<file path="src/rtl/ksavs_pkg.sv">
// Shared types and constants for the key slot allocator with value store.
// No dependencies; imported by the channel interfaces and the top level.

package ksavs_pkg;

    localparam int unsigned KEY_W      = 8;
    localparam int unsigned VALUE_W    = 32;
    // Busy marks are searched in rows of this many slots
    localparam int unsigned GROUP_SIZE = 16;
    localparam int unsigned GIDX_W     = 4;

    typedef logic [KEY_W-1:0]   key_t;
    typedef logic [VALUE_W-1:0] value_t;

    typedef enum logic [1:0] {
        ACT_CREATE = 2'd0,
        ACT_DELETE = 2'd1,
        ACT_SET    = 2'd2,
        ACT_GET    = 2'd3
    } action_t;

    typedef enum logic [1:0] {
        ST_OK      = 2'd0,
        ST_INVALID = 2'd1,
        ST_NOFREE  = 2'd2
    } status_t;

    typedef enum logic {
        S_IDLE,
        S_EXEC
    } state_t;

endpackage

</file>
<file path="src/rtl/ksavs_if.sv">
// Valid/ready channel interfaces for requests and responses.
// Depends on ksavs_pkg for payload types.

interface ksavs_req_if import ksavs_pkg::*; ();
    logic    valid;
    logic    ready;
    action_t action;
    key_t    key;
    value_t  value;

    modport source (output valid, output action, output key, output value, input ready);
    modport sink   (input valid, input action, input key, input value, output ready);
endinterface

interface ksavs_rsp_if import ksavs_pkg::*; ();
    logic    valid;
    logic    ready;
    status_t status;
    key_t    key_out;
    value_t  value_out;

    modport source (output valid, output status, output key_out, output value_out,
                    input ready);
    modport sink   (input valid, input status, input key_out, input value_out,
                    output ready);
endinterface

</file>
<file path="src/rtl/key_slot_allocator_value_store.sv">
// Top level: lowest-free slot allocator with a per-slot 32-bit value store.
// Depends on ksavs_pkg and the channel interfaces in ksavs_if.sv.
//
//   channel | dir | payload                          | transaction when
//   --------+-----+----------------------------------+-------------------------
//   req     | in  | action, key, value               | req.valid & req.ready
//   rsp     | out | status, key_out, value_out       | rsp.valid & rsp.ready
//
// Each transaction has an accept step, which reads the value memory and picks
// the first row of busy marks with a free slot, and an execute step (S_EXEC),
// which searches that row, checks the key and writes marks, hint and memory back.
// Requests are taken one at a time; req.ready is high while no request is in work.
// A held rsp stalls the write-back cycle until the output register frees up.
// Reset clears busy marks and written bits at once; no clearing pass is needed.

module key_slot_allocator_value_store
    import ksavs_pkg::*;
#(
    parameter int unsigned SLOT_COUNT = 64
)(
    input  logic        clk,
    input  logic        rst_n,
    ksavs_req_if.sink   req,
    ksavs_rsp_if.source rsp
);

    localparam int unsigned KEY_IDX_W  = $clog2(SLOT_COUNT);
    localparam int unsigned HINT_W     = $clog2(SLOT_COUNT + 1);
    localparam int unsigned NUM_GROUPS = (SLOT_COUNT + GROUP_SIZE - 1) / GROUP_SIZE;
    localparam int unsigned PAD_COUNT  = NUM_GROUPS * GROUP_SIZE;
    localparam int unsigned GRP_W      = (NUM_GROUPS > 1) ? $clog2(NUM_GROUPS) : 1;
    localparam int unsigned SLOT_W     = GRP_W + GIDX_W;

    // Control state
    state_t                  state_reg, state_next;
    logic [SLOT_COUNT-1:0]   busy_reg;
    logic [SLOT_COUNT-1:0]   written_reg;
    logic [HINT_W-1:0]       hint_reg;

    // Request capture and first-stage search results
    action_t                 act_reg;
    key_t                    key_reg;
    value_t                  val_reg;
    value_t                  rd_data_reg;
    logic                    rd_written_reg;
    logic [GRP_W-1:0]        grp_reg;
    logic                    grp_found_reg;
    logic [GROUP_SIZE-1:0]   row_reg;

    // Output register
    logic                    out_valid_reg;
    status_t                 out_status_reg;
    key_t                    out_key_reg;
    value_t                  out_value_reg;

    // Value store
    value_t                  mem [SLOT_COUNT];

    logic                    accept;
    logic                    exec_fire;
    logic [PAD_COUNT-1:0]    busy_pad;
    logic [PAD_COUNT-1:0]    free_pad;
    logic [NUM_GROUPS-1:0]   group_free;
    logic [GRP_W-1:0]        grp_sel;
    logic [GROUP_SIZE-1:0]   row_sel;
    logic [GIDX_W-1:0]       row_idx;
    logic [SLOT_W-1:0]       slot;
    logic [KEY_IDX_W-1:0]    slot_kidx;
    logic [KEY_IDX_W-1:0]    key_kidx;
    logic                    key_in_range;
    logic                    key_live;
    value_t                  rd_val;
    status_t                 res_status;
    key_t                    res_key;
    value_t                  res_value;
    logic                    grant;
    logic                    do_delete;
    logic                    mem_we;

    assign accept = req.valid && req.ready;

    // Stage 1: free marks at or above the hint, then first row holding a free slot
    always_comb
    begin
        busy_pad                   = '1;
        busy_pad[SLOT_COUNT-1:0]   = busy_reg;
        for (int i = 0; i < PAD_COUNT; i++)
        begin
            free_pad[i] = !busy_pad[i] && (9'(i) >= 9'(hint_reg));
        end
        for (int g = 0; g < NUM_GROUPS; g++)
        begin
            group_free[g] = |free_pad[g*GROUP_SIZE +: GROUP_SIZE];
        end
        grp_sel = '0;
        for (int g = NUM_GROUPS - 1; g >= 0; g--)
        begin
            if (group_free[g])
            begin
                grp_sel = GRP_W'(g);
            end
        end
        row_sel = free_pad[grp_sel*GROUP_SIZE +: GROUP_SIZE];
    end

    // Stage 2: lowest free slot inside the chosen row
    always_comb
    begin
        row_idx = '0;
        for (int i = GROUP_SIZE - 1; i >= 0; i--)
        begin
            if (row_reg[i])
            begin
                row_idx = GIDX_W'(i);
            end
        end
        slot      = {grp_reg, row_idx};
        slot_kidx = slot[KEY_IDX_W-1:0];
    end

    // Key check and result
    always_comb
    begin
        key_kidx     = key_reg[KEY_IDX_W-1:0];
        key_in_range = ({1'b0, key_reg} < 9'(SLOT_COUNT));
        key_live     = key_in_range && busy_reg[key_kidx];
        rd_val       = rd_written_reg ? rd_data_reg : '0;
        res_status   = ST_OK;
        res_key      = '0;
        res_value    = '0;
        grant        = 1'b0;
        do_delete    = 1'b0;
        mem_we       = 1'b0;
        case (act_reg)
            ACT_CREATE:
            begin
                if (grp_found_reg)
                begin
                    res_key = KEY_W'(slot);
                    grant   = exec_fire;
                end
                else
                begin
                    res_status = ST_NOFREE;
                end
            end
            default:
            begin
                if (!key_live)
                begin
                    res_status = ST_INVALID;
                end
                else if (act_reg == ACT_DELETE)
                begin
                    do_delete = exec_fire;
                end
                else if (act_reg == ACT_SET)
                begin
                    mem_we = exec_fire;
                end
                else
                begin
                    res_value = rd_val;
                end
            end
        endcase
    end

    // FSM next state
    always_comb
    begin
        state_next = state_reg;
        unique case (state_reg)
            S_IDLE:
            begin
                if (accept)
                begin
                    state_next = S_EXEC;
                end
            end
            S_EXEC:
            begin
                if (exec_fire)
                begin
                    state_next = S_IDLE;
                end
            end
            default: state_next = S_IDLE;
        endcase
    end

    // FSM outputs
    always_comb
    begin
        req.ready = 1'b0;
        exec_fire = 1'b0;
        unique case (state_reg)
            S_IDLE: req.ready = 1'b1;
            S_EXEC: exec_fire = !out_valid_reg || rsp.ready;
            default:
            begin
                req.ready = 1'b0;
                exec_fire = 1'b0;
            end
        endcase
    end

    // Control registers
    always_ff @(posedge clk or negedge rst_n)
    begin
        if (!rst_n)
        begin
            state_reg     <= S_IDLE;
            busy_reg      <= '0;
            written_reg   <= '0;
            hint_reg      <= '0;
            out_valid_reg <= 1'b0;
        end
        else
        begin
            state_reg <= state_next;
            if (grant)
            begin
                busy_reg[slot_kidx] <= 1'b1;
                hint_reg            <= HINT_W'(slot) + HINT_W'(1);
            end
            if (do_delete)
            begin
                busy_reg[key_kidx] <= 1'b0;
                if ({1'b0, key_reg} < 9'(hint_reg))
                begin
                    hint_reg <= HINT_W'(key_reg);
                end
            end
            if (mem_we)
            begin
                written_reg[key_kidx] <= 1'b1;
            end
            if (exec_fire)
            begin
                out_valid_reg <= 1'b1;
            end
            else if (rsp.ready)
            begin
                out_valid_reg <= 1'b0;
            end
        end
    end

    // Request capture and stage-1 pipeline registers
    always_ff @(posedge clk)
    begin
        if (accept)
        begin
            act_reg        <= req.action;
            key_reg        <= req.key;
            val_reg        <= req.value;
            rd_written_reg <= written_reg[req.key[KEY_IDX_W-1:0]];
            grp_reg        <= grp_sel;
            grp_found_reg  <= |group_free;
            row_reg        <= row_sel;
        end
    end

    // Value memory: one write port, one registered read port
    always_ff @(posedge clk)
    begin
        if (mem_we)
        begin
            mem[key_kidx] <= val_reg;
        end
        if (accept)
        begin
            rd_data_reg <= mem[req.key[KEY_IDX_W-1:0]];
        end
    end

    // Output payload
    always_ff @(posedge clk)
    begin
        if (exec_fire)
        begin
            out_status_reg <= res_status;
            out_key_reg    <= res_key;
            out_value_reg  <= res_value;
        end
    end

    assign rsp.valid     = out_valid_reg;
    assign rsp.status    = out_status_reg;
    assign rsp.key_out   = out_key_reg;
    assign rsp.value_out = out_value_reg;

    // Checks
    a_hint_bound: assert property (@(posedge clk) disable iff (!rst_n)
        9'(hint_reg) <= 9'(SLOT_COUNT))
        else $error("search hint beyond slot count");

    a_rsp_from_exec: assert property (@(posedge clk) disable iff (!rst_n)
        $rose(out_valid_reg) |-> $past(state_reg) == S_EXEC)
        else $error("response raised without an executing request");

    a_grant_marks_busy: assert property (@(posedge clk) disable iff (!rst_n)
        grant |=> busy_reg[$past(slot_kidx)])
        else $error("granted slot not marked busy");

    a_delete_frees: assert property (@(posedge clk) disable iff (!rst_n)
        do_delete |=> !busy_reg[$past(key_kidx)]
                      && (9'(hint_reg) <= 9'($past(key_kidx))))
        else $error("deleted slot still busy or hint above it");

endmodule
</file>
<file path="src/flat_wrapper.sv">
// flat-port wrapper written by rule: the top's interface ports become plain ports
module key_slot_allocator_value_store_flat import ksavs_pkg::*;
#(
    parameter int unsigned SLOT_COUNT = 64
)
  (clk, rst_n, req_valid, req_action, req_key, req_value, req_ready, rsp_valid, rsp_status, rsp_key_out, rsp_value_out, rsp_ready);
  ksavs_req_if req_i ();
  ksavs_rsp_if rsp_i ();
  input  logic clk;
  input  logic rst_n;
  input wire logic [$bits(req_i.valid)-1:0] req_valid;
  input wire logic [$bits(req_i.action)-1:0] req_action;
  input wire logic [$bits(req_i.key)-1:0] req_key;
  input wire logic [$bits(req_i.value)-1:0] req_value;
  output wire logic [$bits(req_i.ready)-1:0] req_ready;
  output wire logic [$bits(rsp_i.valid)-1:0] rsp_valid;
  output wire logic [$bits(rsp_i.status)-1:0] rsp_status;
  output wire logic [$bits(rsp_i.key_out)-1:0] rsp_key_out;
  output wire logic [$bits(rsp_i.value_out)-1:0] rsp_value_out;
  input wire logic [$bits(rsp_i.ready)-1:0] rsp_ready;
  assign req_i.valid = req_valid;
  assign req_i.action = req_action;
  assign req_i.key = req_key;
  assign req_i.value = req_value;
  assign req_ready = req_i.ready;
  assign rsp_valid = rsp_i.valid;
  assign rsp_status = rsp_i.status;
  assign rsp_key_out = rsp_i.key_out;
  assign rsp_value_out = rsp_i.value_out;
  assign rsp_i.ready = rsp_ready;
  key_slot_allocator_value_store #(.SLOT_COUNT(SLOT_COUNT)) u_core (.clk(clk), .rst_n(rst_n), .req(req_i), .rsp(rsp_i));
endmodule
</file>
<file path="config.mk">
export PLATFORM = sky130hd
export DESIGN_NAME = key_slot_allocator_value_store_flat
export DESIGN_NICKNAME = d
export VERILOG_FILES = /design/src/rtl/ksavs_pkg.sv /design/src/rtl/ksavs_if.sv /design/src/rtl/key_slot_allocator_value_store.sv /design/src/flat_wrapper.sv
export SDC_FILE = /design/constraint.sdc
export NUM_CORES = 2
export LEC_CHECK = 0
export ABC_AREA = 1
export BUFFER_PORTS_ARGS = -buffer_cell sky130_fd_sc_hd__buf_2
export CORE_MARGIN = 8
export CORE_UTILIZATION = 29
export CTS_BUF_LIST = sky130_fd_sc_hd__clkbuf_8 sky130_fd_sc_hd__clkbuf_16
export DETAILED_ROUTE_END_ITERATION = 7
export PLACE_DENSITY = 0.53
export SYNTH_ARGS = -nofsm -noshare
export SYNTH_HDL_FRONTEND = slang
export SYNTH_SLANG_ARGS = --single-unit
</file>
<file path="constraint.sdc">
create_clock -name clk -period 5.1 [get_ports clk]
set_input_delay 0.51 -clock clk [delete_from_list [all_inputs] [get_ports clk]]
set_output_delay 0.51 -clock clk [all_outputs]
set_load 0.1 [all_outputs]
</file>
==> results_dict.tcl <==
set metrics [dict create \
    fillers 31094 \
    p_per_area_mw_per_mm2 396 \
    cts-root-buf "clkbuf_16" \
    rsz0062_at_grt "no" \
    synth_area_mm2 0.0928 \
    cts_made_buffers 241 \
    seqCellArea_mm2 0.0690 \
    critPathLaunchType "flop" \
    grt.overflow.total 0 \
    gp_congestion 0.911 \
    viasPerCell 5.25 \
    synth.distinct_cells 46 \
    multiInputGateArea_mm2 0.0214 \
    rr_startpoint "u_core.key_reg[2]" \
    outcome "finished clean" \
    critPathSlowestCell "nor2_4" \
    clock_sinks 2319 \
    antenna_found_initial 32 \
    arrival_ns 4.76 \
    rr_endpoint "u_core.mem[57][3]" \
    wl_per_cell_um 27.0 \
    slew_headroom_pct 15.2 \
    ys_ff_latch 2319 \
    cpMostUsedCell "nand2_1" \
    whs_path_depth 3 \
    wirelength_um 323000 \
    fin_skew_ns 0.118 \
    dr.pass1.iters 6 \
    p_leak_nw 35.1 \
    finalMaxSlewViolations 0 \
    h-tree-depth 4 \
    critical_path.endpoint "u_core.mem[57][3]" \
    portBuffers 87 \
    pwr-share-comb_pct 9.5 \
    clockBufferDepth 4 \
    fin_nets 7623 \
    cts_resized 0 \
    area_growth_syn_to_layout_pct 15.9 \
    worstSkewPairLatency_ns 0.94 \
    reg2reg_slack_ns 0.82 \
    ys_warn_count 0 \
    power.switching_mw 10.9 \
    hold_path_class "in2reg" \
    syn_inst 7436 \
    final_core_util_pct 33.8 \
    setup-violations-final 0 \
    period_share_pct 83.9 \
    worstPathCellList "inv_1 -> nand3_1 -> clkinv_1 -> nand2_1 -> o21ai_0 -> nor2_1 -> nand2_1 -> nand2_1 -> nand2_1 -> nor2_1 -> nand2_1 -> nand2_1 -> inv_2 -> nand4_1 -> buf_4 -> buf_4 -> nor2_4" \
    num_vias 62796 \
    grt_pass1_wl_um 454000 \
    drc 0 \
    drt_iter0_drc 8372 \
    io_pins 90 \
    ant_nets 0 \
    layout_common_cells "edfxtp_1, nor2_1, o21ai_0" \
    ys_seq_area_share_pct 74.3 \
    async_flop_share_pct 5.91 \
    dieHeight_um 582 \
    power.internal_mw 31.7 \
    period_minus_slack_ns 4.28 \
    die_w_um 582 \
    row_count 207 \
    avgSynthCellArea_um2 12.5 \
    maxCapViolCount 0 \
    synth_edf_count 2182 \
    fmax_ghz 0.234 \
    die_area_mm2 0.338 \
    swShare_pct 25.6 \
    crit_start "u_core.key_reg[2]" \
    reg2reg_depth 17 \
    largest_reg_flops 2048 \
    worst_pin_slew_ns 1.27 \
    synthTopCellsByArea "edfxtp_1, o21ai_0, nor2_1" \
    dp_hpwl_um 206000 \
    path_clk_slew_ns 0.06 \
    synth_top_area_share_pct 70.6 \
    synth_flop_cell "edfxtp_1" \
    final_hold_viol_count 0 \
    required_ns 5.58 \
    start_util_pct 29.2 \
    drive_gt1_share_pct 10.5 \
    final_common_cell "edfxtp_1" \
    yosysTopAreaCell "edfxtp_1" \
    cts_tree "yes" \
    sequentialPowerShare_pct 50.1 \
    fin_tns_setup_ns 0 \
    grt_pass1_vias 59871 \
    end_kind "flop" \
    track_usage_pct 18.2 \
    fp.coreArea_mm2 0.318 \
    worstSetupPathType "reg2reg" \
    clkPwrFrac_pct 40.4 \
    ir_worst_vdd_uv 315 \
    cts_setup_buffers 0 \
    cp_max_fo 32 \
    p_total_mw 42.6 \
    max_stage_delay_ns 0.93 \
    grt_max_degree 177 \
]
-- logic make-up after synthesis --
kind of cell / count (synthesis) / synth area share [%]
fa+ha+maj: 6 / 0.0809
simple gates: 2079 / 8.74
buf+inv: 726 / 3.07
compound gates: 2305 / 13.8
other cells: 1 / 0.00404
flops: 2319 / 74.3
-- critical path, delay by kind of cell (launching register included) --
family | cells | cell delay [ns]
flops | 1 | 0.63
simple gates | 11 | 1.83
compound gates | 1 | 0.10
buf+inv | 5 | 1.24
-- routing by layer --
layer  routed length, µm  part of all wire [%]  GRT usage [%]
met1              129000                    40           23.9
met2              155000                    48           30.4
met3               23200                   7.2           2.49
met4               15500                   4.8           7.52
met5                  28                0.0087              0
-- repair_timing --
action	4_1_cts	5_1_grt
hold endpoints to repair	59	0
hold buffers	41	0
endpoints found under the setup margin	0	0
-- per-stage QoR --
step                      instance area, µm²  cells  hold slack [ns]  worst slack (ns)
after floorplan                        92800   7437            0.214             0.718
after global placement                 99400  11467            0.406             0.744
after detailed placement               99400  11467            0.414             0.900
after CTS                             107000  11950            0.148             0.869
after global routing                  107000  11956            0.196             0.572
final                                 107000  11960            0.209             0.823
-- worst min-delay path by stage --
stage	start	to
after floorplan	rst_n	u_core.busy_pad[0]
after global placement	rst_n	u_core.written_reg[37]
after detailed placement	rst_n	u_core.written_reg[37]
after CTS	req_key[4]	u_core.rd_data_reg[14]
after global routing	req_key[4]	u_core.rd_data_reg[19]
final	req_key[4]	u_core.rd_data_reg[14]
-- Yosys cell counts, types with 2 or more instances --
cell      count
inv_2         7
nand2_1     258
ha_1          6
a211oi_1      3
nor3_2        8
nand2_2       4
buf_4        10
buf_2        47
dfrtp_1     137
buf_6         4
o21ai_1       4
nand2_4       2
a21oi_1     103
nor2_1     1669
o21ai_2       6
nand3b_1      5
o21ai_0    1418
inv_1       204
o21bai_1     49
o22ai_1     643
clkinv_1      5
buf_1        16
nor3_1       14
o221ai_1      2
a21boi_0      2
nand3_1      97
o211ai_1     20
edfxtp_1   2182
nand4_1      14
o21bai_2      6
clkbuf_1    433
nor2_2        3
o32ai_1      42
-- layout make-up --
type,count,area share [%]
sequential,2319,64.2
multi-input combinational,4392,20.0
clock buffer,251,5.76
tap,4180,4.87
timing repair buffer,401,3.11
clock inverter,191,1.34
inverter,216,0.784
antenna,10,0.0233
-- power by group through the flow --
stage | Clock [mW] | Sequential [mW] | Combinational, mW
final | 17.2 | 21.3 | 4.06
after global routing | 18.1 | 21.3 | 4.30
after CTS | 17.4 | 21.3 | 4.05
after detailed placement | 0 | 21.7 | 4.02
after global placement | 0 | 21.7 | 4.01
after floorplan | 0 | 22.0 | 1.84
No activity file was read; power rests on OpenSTA's default activity.
